==> config.mk <==
export PLATFORM = sky130hd
export DESIGN_NAME = lwbsc_ctrl
export DESIGN_NICKNAME = d
export VERILOG_FILES = /design/src/rtl/core/lwbsc_pkg.sv /design/src/rtl/core/lwbsc_ctrl.sv
export SDC_FILE = /design/constraint.sdc
export NUM_CORES = 1
export LEC_CHECK = 0
export ABC_AREA = 1
export BUFFER_PORTS_ARGS = -buffer_cell sky130_fd_sc_hd__clkbuf_2
export CAP_MARGIN = 5
export CORE_AREA = 5 5 42 44
export DETAILED_ROUTE_END_ITERATION = 7
export DIE_AREA = 0 0 47 49
export HOLD_SLACK_MARGIN = 0.08
export PLACE_DENSITY = 0.56
export REMOVE_ABC_BUFFERS = 1
export SLEW_MARGIN = 20
export SYNTH_ARGS = -nofsm -noshare
export SYNTH_HDL_FRONTEND = slang
export SYNTH_SLANG_ARGS = --single-unit
==> constraint.sdc <==
create_clock -name clock -period 1.4 [get_ports clock]
set_input_delay 0.28 -clock clock [delete_from_list [all_inputs] [get_ports clock]]
set_output_delay 0.28 -clock clock [all_outputs]
set_load 0.05 [all_outputs]
==> src/rtl/core/lwbsc_pkg.sv <==
// ----------------------------------------------------------------------------
// lwbsc_pkg
// Shared constants, codes and controller/datapath interface types for the
// fully associative lru write-back sector cache unit.
// ----------------------------------------------------------------------------
package lwbsc_pkg;

   localparam int NUM_SLOTS    = 64;
   localparam int IDX_W        = $clog2(NUM_SLOTS);
   localparam int SLOT_W       = 6;
   localparam int SECTOR_W     = 32;
   localparam int STAMP_W      = 64;
   localparam int PERIOD_W     = 10;
   localparam int OP_W         = 2;
   localparam int MAX_RESULTS  = 64;
   localparam int CNT_W        = $clog2(MAX_RESULTS);
   localparam int RSP_FIELD_W  = SLOT_W + 3 + SECTOR_W;
   localparam int RSP_DATA_W   = ((RSP_FIELD_W + 7) / 8) * 8;
   localparam int RSP_PAD_W    = RSP_DATA_W - RSP_FIELD_W;

   localparam logic [PERIOD_W-1:0] PERIOD_RESET = PERIOD_W'(10);

   localparam logic [OP_W-1:0] OP_READ     = 2'd0;
   localparam logic [OP_W-1:0] OP_WRITE    = 2'd1;
   localparam logic [OP_W-1:0] OP_PREFETCH = 2'd2;
   localparam logic [OP_W-1:0] OP_TICK     = 2'd3;

   localparam logic KIND_ACCESS = 1'b0;
   localparam logic KIND_FLUSH  = 1'b1;

   typedef struct packed {
      logic load;       // take the request item, clear scan state
      logic scan;       // read slot idx and step the scan
      logic idx_inc;    // advance slot index
      logic acc_emit;   // emit access answer and update the slot
      logic fl_emit;    // emit flush writeback for slot idx
   } cmd_type;

   typedef struct packed {
      logic req_is_tick;
      logic tick_flush;
      logic idx_last;
      logic fl_sel;
      logic fl_final;
      logic out_free;
   } status_type;

endpackage

==> src/rtl/core/lwbsc_ctrl.sv <==
// ----------------------------------------------------------------------------
// lwbsc_ctrl
// Sequencer: accepts an item, walks the slots for lookup or flush and
// hands results to the output register.
// ----------------------------------------------------------------------------
module lwbsc_ctrl (
   input  logic                   clock,
   input  logic                   reset,
   input  logic                   req_tvalid,
   output logic                   req_tready,
   output lwbsc_pkg::cmd_type     cmd,
   input  lwbsc_pkg::status_type  status
);
   import lwbsc_pkg::*;

   localparam logic [2:0] S_IDLE     = 3'd0;
   localparam logic [2:0] S_SCAN     = 3'd1;
   localparam logic [2:0] S_DRAIN    = 3'd2;
   localparam logic [2:0] S_ACC_OUT  = 3'd3;
   localparam logic [2:0] S_FL_CHECK = 3'd4;
   localparam logic [2:0] S_FL_OUT   = 3'd5;

   logic [2:0] state_ff;
   logic [2:0] state_in;

   always_comb begin
      state_in   = state_ff;
      cmd        = '0;
      req_tready = 1'b0;
      case (state_ff)
         S_IDLE: begin
            req_tready = 1'b1;
            if (req_tvalid) begin
               cmd.load = 1'b1;
               if (!status.req_is_tick) begin
                  state_in = S_SCAN;
               end else if (status.tick_flush) begin
                  state_in = S_FL_CHECK;
               end
            end
         end
         S_SCAN: begin
            cmd.scan    = 1'b1;
            cmd.idx_inc = 1'b1;
            if (status.idx_last) begin
               state_in = S_DRAIN;
            end
         end
         // last read data is evaluated here
         S_DRAIN: begin
            state_in = S_ACC_OUT;
         end
         S_ACC_OUT: begin
            if (status.out_free) begin
               cmd.acc_emit = 1'b1;
               state_in     = S_IDLE;
            end
         end
         S_FL_CHECK: begin
            if (status.fl_sel) begin
               state_in = S_FL_OUT;
            end else if (status.idx_last) begin
               state_in = S_IDLE;
            end else begin
               cmd.idx_inc = 1'b1;
            end
         end
         S_FL_OUT: begin
            if (status.out_free) begin
               cmd.fl_emit = 1'b1;
               if (status.fl_final) begin
                  state_in = S_IDLE;
               end else begin
                  cmd.idx_inc = 1'b1;
                  state_in    = S_FL_CHECK;
               end
            end
         end
         default: begin
            state_in = S_IDLE;
         end
      endcase
   end

   always_ff @(posedge clock) begin
      if (reset) begin
         state_ff <= S_IDLE;
      end else begin
         state_ff <= state_in;
      end
   end

endmodule

==> impl_metrics.env, run 1 <==
export IMPL_status="finished with violations"
export IMPL_violations="negative setup slack"
export IMPL_floorplan_die_area_sq_um=2300
export IMPL_endpoint_kind="output pin"
export IMPL_fill_cells=154
export IMPL_syn_to_final_growth_pct=98.9
export IMPL_syn_area_sq_um=333
export IMPL_die_x_um=47
export IMPL_ant_nets=0
export IMPL_cp_endpoint="cmd[4]"
export IMPL_r2r_start="state_ff[1]$_SDFFE_PP0P_"
export IMPL_grt_overflow=0
export IMPL_cts_buffers=3
export IMPL_relSlewSlack_pct=87.9
export IMPL_yosys_cell_types_count=16
export IMPL_largestRegisters="state_ff (3)"
export IMPL_grt_max_degree=5
export IMPL_finalHoldViolCount=0
export IMPL_synth_seq_area_share_pct=18.0
export IMPL_setup_violations=4
export IMPL_wl_per_cell_um=10.6
export IMPL_dp_final_hpwl_um=783
export IMPL_clk_pin_slew_ns=0.04
export IMPL_p_sw_share_pct=48.9
export IMPL_cts_sinks=3
export IMPL_required_ns=1.12
export IMPL_rsz0062_at_grt="yes"
export IMPL_pwr_share_seq_pct=11.7
export IMPL_worstSetupPathType="reg2out"
export IMPL_gp_congestion=0.800
export IMPL_grt_usage_pct=10.4
export IMPL_core_area_sq_um=1400
export IMPL_min_path_type="in2reg"
export IMPL_first_iter_violations=12
export IMPL_drive_gt1_share_pct=54.5
export IMPL_clk_latency_ns=0.24
export IMPL_antenna_found_initial=0
export IMPL_finalCritPeriodShare_pct=104
export IMPL_cts_tree="built"
export IMPL_cts_max_level=1
export IMPL_fmax_mhz=687
export IMPL_clk_path_buf_depth=2
export IMPL_fin_worst_skew_ns=0.00577
export IMPL_syn_avg_cell_area_sq_um=5.46
export IMPL_dp_slack_ns=0.0623
export IMPL_yosys_area_top_type="dfxtp_1"
export IMPL_p_per_area_nw_per_um2=2260
export IMPL_post_drt_via_cell_ratio=4.63
export IMPL_synthCells=61
export IMPL_antenna_cells=0
export IMPL_cp_max_fo=4
export IMPL_fin_nets=98
export IMPL_timing_final_crit_period_ns=1.46
export IMPL_ys_warnings_count=0
export IMPL_setup_slack_ns=-0.0560
export IMPL_p_leak_nw=0.345
export IMPL_start_util_pct=23.7
export IMPL_r2r_end="state_ff[0]$_SDFFE_PP0P_"
export IMPL_synth_top_area_share_pct=18.0
export IMPL_ys_ff_latch=3
export IMPL_ios=15
export IMPL_slew_violations=0
export IMPL_cp_arrival_ns=1.18
export IMPL_reg2reg_setup_slack_ns=0.05
export IMPL_start_kind="flip-flop"
export IMPL_die_height_um=49
export IMPL_io_buffers=14
export IMPL_synthTopCellsByArea="dfxtp_1 (18%), nand3_1 (18%), nand2_1 (16%)"
export IMPL_vias=481
export IMPL_num_rows=14
export IMPL_maxCapViolations=0
export IMPL_vdd_ir_drop_worst_uv=970
export IMPL_reg2reg_depth=9
export IMPL_firstDrtPassIters=4
export IMPL_final_util_pct=47.2
export IMPL_largest_register_ffs=3
export IMPL_routed_wl_um=1110
export IMPL_worst_slew_pin_slew_ns=0.181
export IMPL_grt_first_pass_wirelength_um=1700
export IMPL_drc=0
export IMPL_pwr_share_comb_pct=77.8
export IMPL_grt_pass1_vias=446
export IMPL_root_buffer="clkbuf_4"
export IMPL_p_clk_share_pct=10.5
export IMPL_critPathLaunch="state_ff[2]$_SDFFE_PP0P_"
export IMPL_p_sw_mw=0.733
export IMPL_largest_register="state_ff"
export IMPL_p_int_mw=0.765
==> routing by layer <==
layer / GRT usage, % / wire length, um
met5: 0 / 0
met2: 16.3 / 554
met4: 9.68 / 58
met3: 1.48 / 77
met1: 11.2 / 417
==> cells in the mapped netlist (all sizes together) <==
library cell	number
inv	11
nor2	12
o21ai	2
o211ai	1
dfxtp	3
buf	1
a21oi	3
nand3	13
nand2	15
==> through the flow <==
step	instance area (sq um)	setup TNS (ns)	power (mW)	instances	hold slack (ns)
2_1_floorplan	322	-1.12	0.680	60	0.349
3_3_place_gp	464	0	0.909	97	0.479
3_5_place_dp	464	0	0.905	97	0.483
4_1_cts	597	-0.221	1.35	103	0.216
5_1_grt	662	-0.338	1.59	104	0.240
6_report	662	-0.132	1.50	104	0.224
==> logic make-up (layout without fill, tap and decap cells) <==
group | Yosys count | count (layout) | synth area share (%)
flip-flops | 3 | 3 | 18.0
buffers and inverters | 12 | 39 | 15.8
AND/OR/NAND/NOR | 40 | 40 | 55.3
AO/OA/AOI/OAI | 6 | 6 | 10.9
==> how the worst min path moves through the flow <==
stage | cells past startpoint | startpoint | end
after floorplan | 1 | reset | state_ff[1]$_SDFFE_PP0P_
after global placement | 2 | reset | state_ff[2]$_SDFFE_PP0P_
after detailed placement | 2 | reset | state_ff[2]$_SDFFE_PP0P_
after CTS | 2 | reset | state_ff[2]$_SDFFE_PP0P_
after global routing | 2 | reset | state_ff[1]$_SDFFE_PP0P_
final | 2 | reset | state_ff[2]$_SDFFE_PP0P_
==> critical path, stage by stage, from the launching register on <==
cell and delay, ns:
dfxtp_4 0.35, buf_6 0.12, nor2_4 0.12, nand2_4 0.08, nor2_4 0.11, buf_8 0.15
==> power groups by stage <==
stage                     clock network [mW]  logic, mW  registers, mW
after global placement                     0      0.764          0.145
final                                  0.157       1.16          0.176
after global routing                   0.165       1.24          0.178
after CTS                              0.165       1.03          0.158
after detailed placement                   0      0.761          0.144
after floorplan                            0      0.518          0.162
==> cells in the final DEF, fill, tap and decap left out, drive strengths merged <==
| cell | Yosys | layout |
|---|---|---|
| buf | 1 | 15 |
| nand3 | 13 | 13 |
| inv | 11 | 11 |
| o21ai | 2 | 2 |
| nor2 | 12 | 12 |
| a21oi | 3 | 3 |
| clkbuf | 0 | 13 |
| dfxtp | 3 | 3 |
| nand2 | 15 | 15 |
| o211ai | 1 | 1 |
==> repair_timing <==
item                       CTS  global route
hold buffers                 0             0
pin swaps                    4             5
setup endpoints to repair    6             7
setup buffers                2             1
gates resized for setup     27            18
==> cell type report <==
| class | instances | area [sq um] | share of cell area [%] |
|---|---|---|---|
| inverters | 11 | 46.3 | 6.99 |
| flip-flops and latches | 3 | 71.3 | 10.8 |
| multi-input cells | 46 | 283 | 42.7 |
| repair buffers | 24 | 215 | 32.5 |
| clock buffers | 4 | 26.3 | 3.97 |
| well taps | 16 | 20.0 | 3.02 |
Power figures use the tool's default switching activity.
==> run 2, diff against run 1 <==
--- a/config.mk
+++ b/config.mk
@@ -8,11 +8,13 @@
 export ABC_AREA = 1
 export BUFFER_PORTS_ARGS = -buffer_cell sky130_fd_sc_hd__clkbuf_2
 export CAP_MARGIN = 5
+export CELL_PAD_IN_SITES_DETAIL_PLACEMENT = 0
+export CELL_PAD_IN_SITES_GLOBAL_PLACEMENT = 1
 export CORE_AREA = 5 5 42 44
 export DETAILED_ROUTE_END_ITERATION = 7
 export DIE_AREA = 0 0 47 49
 export HOLD_SLACK_MARGIN = 0.08
-export PLACE_DENSITY = 0.56
+export PLACE_DENSITY = 0.77
 export REMOVE_ABC_BUFFERS = 1
 export SLEW_MARGIN = 20
 export SYNTH_ARGS = -nofsm -noshare
==> run 2 against run 1 <==
Critical path depth rose by 1. The run still ends with negative setup slack left. Final cell count rose by 0.96%. Combinational power barely moved. Worst setup slack improved by 0.0067 ns. Count of clock-buffer cells in the layout did not move. Global-route usage fell by 0.35 points. Clock power rose by 6%. Register-to-register slack improved by 0.02 ns. Utilization rose by 0.80 points. Routed wire length fell by 2.4%. Clock skew rose by 0.00098 ns. Cell area rose by 1.7%.
==> impl_metrics.env, run 2 (synthesis gave the netlist of run 1 again) <==
export IMPL_grt_overflow=0
export IMPL_core_area_sq_um=1400
export IMPL_floorplan_die_area_sq_um=2300
export IMPL_p_sw_mw=0.734
export IMPL_io_buffers=14
export IMPL_clk_path_buf_depth=2
export IMPL_dp_final_hpwl_um=778
export IMPL_grt_usage_pct=10.1
export IMPL_final_cell_area_sq_um=673
export IMPL_drive_gt1_share_pct=57.3
export IMPL_first_iter_violations=4
export IMPL_clk_latency_ns=0.25
export IMPL_grt_pass1_vias=463
export IMPL_cts_sinks=3
export IMPL_start_util_pct=23.7
export IMPL_p_leak_nw=0.345
export IMPL_slew_violations=0
export IMPL_grt_max_degree=7
export IMPL_antenna_found_initial=0
export IMPL_ant_nets=0
export IMPL_worst_slew_pin_slew_ns=0.234
export IMPL_start_kind="flip-flop"
export IMPL_cts_buffers=3
export IMPL_layout_commonest_cell="nand2_1"
export IMPL_grt_first_pass_wirelength_um=1750
export IMPL_num_rows=14
export IMPL_pwr_share_seq_pct=11.8
export IMPL_min_path_type="in2reg"
export IMPL_maxCapViolations=0
export IMPL_vias=470
export IMPL_largest_register_ffs=3
export IMPL_die_x_um=47
export IMPL_wl_per_cell_um=10.3
export IMPL_violations="negative setup slack"
export IMPL_cts_hold_fix_buffers=0
export IMPL_syn_to_final_growth_pct=102
export IMPL_cts_tree="built"
export IMPL_p_clk_share_pct=10.9
export IMPL_fin_nets=99
export IMPL_gp_congestion=0.848
export IMPL_vdd_ir_drop_worst_uv=1090
export IMPL_endpoint_kind="output pin"
export IMPL_fin_worst_skew_ns=0.00675
export IMPL_drc=0
export IMPL_status="finished with violations"
export IMPL_final_cell_mix="nand2_1 (13), nand3_1 (9), buf_4 (9), clkbuf_2 (8), inv_1 (6)"
export IMPL_p_per_area_nw_per_um2=2250
export IMPL_final_util_pct=48.0
export IMPL_routed_wl_um=1080
export IMPL_total_power_mw=1.52
export IMPL_p_sw_share_pct=48.4
export IMPL_timing_final_crit_period_ns=1.45
export IMPL_finalCritPeriodShare_pct=104
export IMPL_rsz0062_at_grt="yes"
export IMPL_place_area_sq_um=457
export IMPL_ios=15
export IMPL_cts_max_level=1
export IMPL_die_height_um=49
export IMPL_largest_register="state_ff"
export IMPL_largestRegisters="state_ff (3)"
export IMPL_fmax_mhz=690
export IMPL_fill_cells=149
export IMPL_root_buffer="clkbuf_4"
export IMPL_regArea_sq_um=71.3
export IMPL_required_ns=1.12
export IMPL_post_drt_via_cell_ratio=4.48
export IMPL_setup_violations=4
export IMPL_relSlewSlack_pct=84.4
export IMPL_dp_slack_ns=0.0405
export IMPL_setup_slack_ns=-0.0493
export IMPL_cp_arrival_ns=1.17
export IMPL_p_int_mw=0.782
export IMPL_clk_pin_slew_ns=0.04
export IMPL_finalHoldViolCount=0
export IMPL_pwr_share_comb_pct=77.2
export IMPL_worstSetupPathType="reg2out"
export IMPL_firstDrtPassIters=4
export IMPL_multi_input_area_sq_um=289
export IMPL_cp_max_fo=6
export IMPL_antenna_cells=0
==> run 2: changes by cell type in the layout (fill, tap and decap cells not counted), sizes merged <==
cell	change
clkbuf	+1
==> run 2: repair_timing <==
| action | 4_1_cts | 5_1_grt |
|---|---|---|
| setup buffers | 3 | 2 |
| hold endpoints to repair | 0 | 0 |
| setup endpoints to repair | 6 | 9 |
| pin swaps | 1 | 3 |
| gates resized for setup | 17 | 28 |
==> run 2: power groups by stage <==
stage	Clock (mW)	Sequential (mW)	Combinational [mW]
4_1_cts	0.166	0.156	0.980
5_1_grt	0.176	0.186	1.25
2_1_floorplan	0	0.162	0.518
3_5_place_dp	0	0.151	0.733
6_report	0.166	0.179	1.17
3_3_place_gp	0	0.150	0.738
==> run 2: routing by layer <==
layer	global-route usage, %	up-vias	wire [um]
met4	5.53	0	29
li1	-	252	-
met1	12.9	202	459
met5	0	-	0
met2	15.6	14	545
met3	1.11	2	45
==> run 2: worst paths after layout <==
check | to | cells after the start | slack, ns | from
worst max register to register | state_ff[0]$_SDFFE_PP0P_ | 9 | 0.07 | state_ff[1]$_SDFFE_PP0P_
worst max-delay path | cmd[2] | 6 | -0.05 | state_ff[1]$_SDFFE_PP0P_
worst min register to register | state_ff[2]$_SDFFE_PP0P_ | 2 | 0.54 | state_ff[2]$_SDFFE_PP0P_
worst min-delay path | state_ff[1]$_SDFFE_PP0P_ | 2 | 0.23 | reset
==> run 2: cell type report <==
| type | instances | share of cell area, % |
|---|---|---|
| Inverter | 11 | 6.51 |
| Clock buffer | 4 | 3.90 |
| Multi-Input combinational cell | 46 | 42.9 |
| Timing Repair Buffer | 25 | 33.1 |
| Sequential cell | 3 | 10.6 |
| Tap cell | 16 | 2.97 |
==> run 2: critical path: stages (launching register included) <==
cell and delay (ns):
dfxtp_4 0.36, inv_2 0.06, nand3_2 0.09, nor2_4 0.12, nand2_1 0.07, nand3_2 0.07
buf_8 0.14
==> run 2: per-stage QoR <==
| stage | instances | hold WS [ns] | TNS, ns |
|---|---|---|---|
| final | 105 | 0.228 | -0.130 |
| after global routing | 105 | 0.228 | -0.434 |
| after CTS | 103 | 0.221 | -0.322 |
| after detailed placement | 96 | 0.484 | 0 |
| after global placement | 96 | 0.480 | 0 |
| after floorplan | 60 | 0.349 | -1.12 |
==> run 3, diff against run 2 <==
--- a/config.mk
+++ b/config.mk
@@ -10,9 +10,9 @@
 export CAP_MARGIN = 5
 export CELL_PAD_IN_SITES_DETAIL_PLACEMENT = 0
 export CELL_PAD_IN_SITES_GLOBAL_PLACEMENT = 1
-export CORE_AREA = 5 5 42 44
+export CORE_MARGIN = 5
+export CORE_UTILIZATION = 24
 export DETAILED_ROUTE_END_ITERATION = 7
-export DIE_AREA = 0 0 47 49
 export HOLD_SLACK_MARGIN = 0.08
 export PLACE_DENSITY = 0.77
 export REMOVE_ABC_BUFFERS = 1
==> constraint.sdc (replaced) <==
create_clock -name clock -period 1.3 [get_ports clock]
set_input_delay 0.26 -clock clock [delete_from_list [all_inputs] [get_ports clock]]
set_output_delay 0.26 -clock clock [all_outputs]
set_load 0.05 [all_outputs]
==> run 3 against run 2 <==
The flow still finishes with violations (negative setup slack). Total power barely moved. Global-route usage rose by 1.8 points. Via count rose by 2.8%. Register-to-register slack got worse by 0.04 ns. Sequential share of layout area rose by 0.41 points. Clock skew fell by 0.00098 ns. Worst setup slack got worse by 0.036 ns. Die area fell by 3.1%. Worst hold slack got worse by 0.013 ns. Utilization rose by 1.8 points. Clock power rose by 4%. First-iteration DRC count rose by 75%.
==> impl_metrics.env, run 3 (synthesis gave the netlist of run 1 again) <==
export IMPL_largest_register_ffs=3
export IMPL_cts_tree="built"
export IMPL_whs_endpoint="state_ff[2]$_SDFFE_PP0P_"
export IMPL_clk_pin_slew_ns=0.04
export IMPL_status="finished with violations"
export IMPL_p_per_area_nw_per_um2=2340
export IMPL_die_x_um=47.2
export IMPL_final_util_pct=49.8
export IMPL_final_cell_area_sq_um=648
export IMPL_critPathLaunch="state_ff[1]$_SDFFE_PP0P_"
export IMPL_final_cell_mix="nand2_1 (13), buf_4 (11), nand3_1 (10), clkbuf_2 (8)"
export IMPL_reg2reg_setup_slack_ns=0.03
export IMPL_reg2reg_depth=7
export IMPL_maxCapViolations=0
export IMPL_firstDrtPassIters=4
export IMPL_wl_per_cell_um=10.5
export IMPL_die_height_um=47.2
export IMPL_gp_congestion=0.872
export IMPL_r2r_end="state_ff[1]$_SDFFE_PP0P_"
export IMPL_cts_max_level=1
export IMPL_cts_sinks=3
export IMPL_pwr_share_comb_pct=73.9
export IMPL_floorplan_die_area_sq_um=2230
export IMPL_grt_overflow=0
export IMPL_syn_to_final_growth_pct=94.7
export IMPL_place_area_sq_um=478
export IMPL_cts_hold_fix_buffers=0
export IMPL_layout_commonest_cell="nand2_1"
export IMPL_min_from="reset"
export IMPL_cp_arrival_ns=1.13
export IMPL_num_rows=13
export IMPL_antenna_cells=0
export IMPL_clk_path_buf_depth=2
export IMPL_pwr_share_seq_pct=14.8
export IMPL_fill_cells=138
export IMPL_drc=0
export IMPL_p_int_mw=0.750
export IMPL_routed_wl_um=1090
export IMPL_min_path_cells=2
export IMPL_worst_slew_pin_slew_ns=0.170
export IMPL_worstSetupPathType="reg2out"
export IMPL_drive_gt1_share_pct=55.1
export IMPL_ios=15
export IMPL_fin_cells=104
export IMPL_rsz0062_at_grt="yes"
export IMPL_fmax_mhz=722
export IMPL_first_iter_violations=7
export IMPL_p_sw_mw=0.765
export IMPL_largestRegisters="state_ff (3)"
export IMPL_start_kind="flip-flop"
export IMPL_endpoint_kind="output pin"
export IMPL_slew_violations=0
export IMPL_root_buffer="clkbuf_4"
export IMPL_relSlewSlack_pct=88.7
export IMPL_fin_worst_skew_ns=0.00577
export IMPL_min_path_type="in2reg"
export IMPL_clk_latency_ns=0.24
export IMPL_r2r_start="state_ff[1]$_SDFFE_PP0P_"
export IMPL_grt_usage_pct=11.8
export IMPL_largest_register="state_ff"
export IMPL_p_sw_share_pct=50.5
export IMPL_required_ns=1.04
export IMPL_finalHoldViolCount=0
export IMPL_violations="negative setup slack"
export IMPL_io_buffers=14
export IMPL_start_util_pct=25.6
export IMPL_grt_first_pass_wirelength_um=1820
export IMPL_cp_max_fo=5
export IMPL_setup_slack_ns=-0.0858
export IMPL_ant_nets=0
export IMPL_p_clk_share_pct=11.4
export IMPL_dpl_cell_count=96
export IMPL_antenna_found_initial=0
export IMPL_vdd_ir_drop_worst_uv=1560
export IMPL_post_drt_via_cell_ratio=4.64
export IMPL_p_leak_nw=0.340
export IMPL_dp_final_hpwl_um=817
export IMPL_grt_pass1_vias=475
export IMPL_setup_violations=6
export IMPL_fin_setup_tns_ns=-0.351
export IMPL_vias=483
export IMPL_cts_buffers=3
export IMPL_core_area_sq_um=1300
export IMPL_finalCritPeriodShare_pct=107
export IMPL_timing_final_crit_period_ns=1.39
export IMPL_fin_nets=99
export IMPL_grt_max_degree=7
run 3: cell counts in the layout (fill, tap and decap cells not counted):
No cell type changed its count.
run 3: power by group through the flow:
stage / combinational [mW] / clock, mW / sequential, mW
after detailed placement: 0.835 / 0 / 0.174
after CTS: 0.981 / 0.175 / 0.200
final: 1.12 / 0.172 / 0.224
after global routing: 1.21 / 0.184 / 0.232
after global placement: 0.839 / 0 / 0.170
after floorplan: 0.558 / 0 / 0.174
run 3: worst max-delay path by stage:
stage | cells after the start | to
finish | 6 | cmd[2]
global route | 5 | req_tready
CTS | 5 | req_tready
detailed placement | 5 | cmd[3]
global placement | 5 | cmd[3]
floorplan | 4 | cmd[2]
run 3: repair_timing:
item	in CTS	in global routing
buffers inserted	2	2
gates resized for setup	23	14
pin swaps	4	4
setup endpoints to repair	6	8
run 3: final cells by class:
type / count / area, sq um / area share, %
clock buffers: 4 / 26.3 / 4.05
inverters: 11 / 43.8 / 6.76
multi-input cells: 46 / 279 / 43.1
flip-flops and latches: 3 / 71.3 / 11.0
well taps: 15 / 18.8 / 2.90
repair buffers: 25 / 209 / 32.2
run 3: metrics by stage:
| stage | hold WS (ns) | total power, mW | setup WS, ns |
|---|---|---|---|
| 2_1_floorplan | 0.329 | 0.732 | -0.781 |
| 3_3_place_gp | 0.466 | 1.01 | -0.0151 |
| 3_5_place_dp | 0.460 | 1.01 | -0.0260 |
| 4_1_cts | 0.197 | 1.36 | -0.0968 |
| 5_1_grt | 0.223 | 1.62 | -0.136 |
| 6_report | 0.215 | 1.52 | -0.0858 |
run 3: worst max-delay path: stages (launching register included):
cell,delay [ns]
dfxtp_4,0.37
inv_4,0.07
nand3_4,0.07
nor2_4,0.09
nand2_1,0.06
nand3_2,0.09
buf_12,0.14
run 3: routing by layer:
layer / global-route usage (%) / wire length, um / up-vias
li1: - / - / 252
met1: 13.3 / 411 / 208
met2: 19.5 / 572 / 21
met3: 2.68 / 85 / 2
met4: 8.29 / 17 / 0
met5: 0 / 0 / -
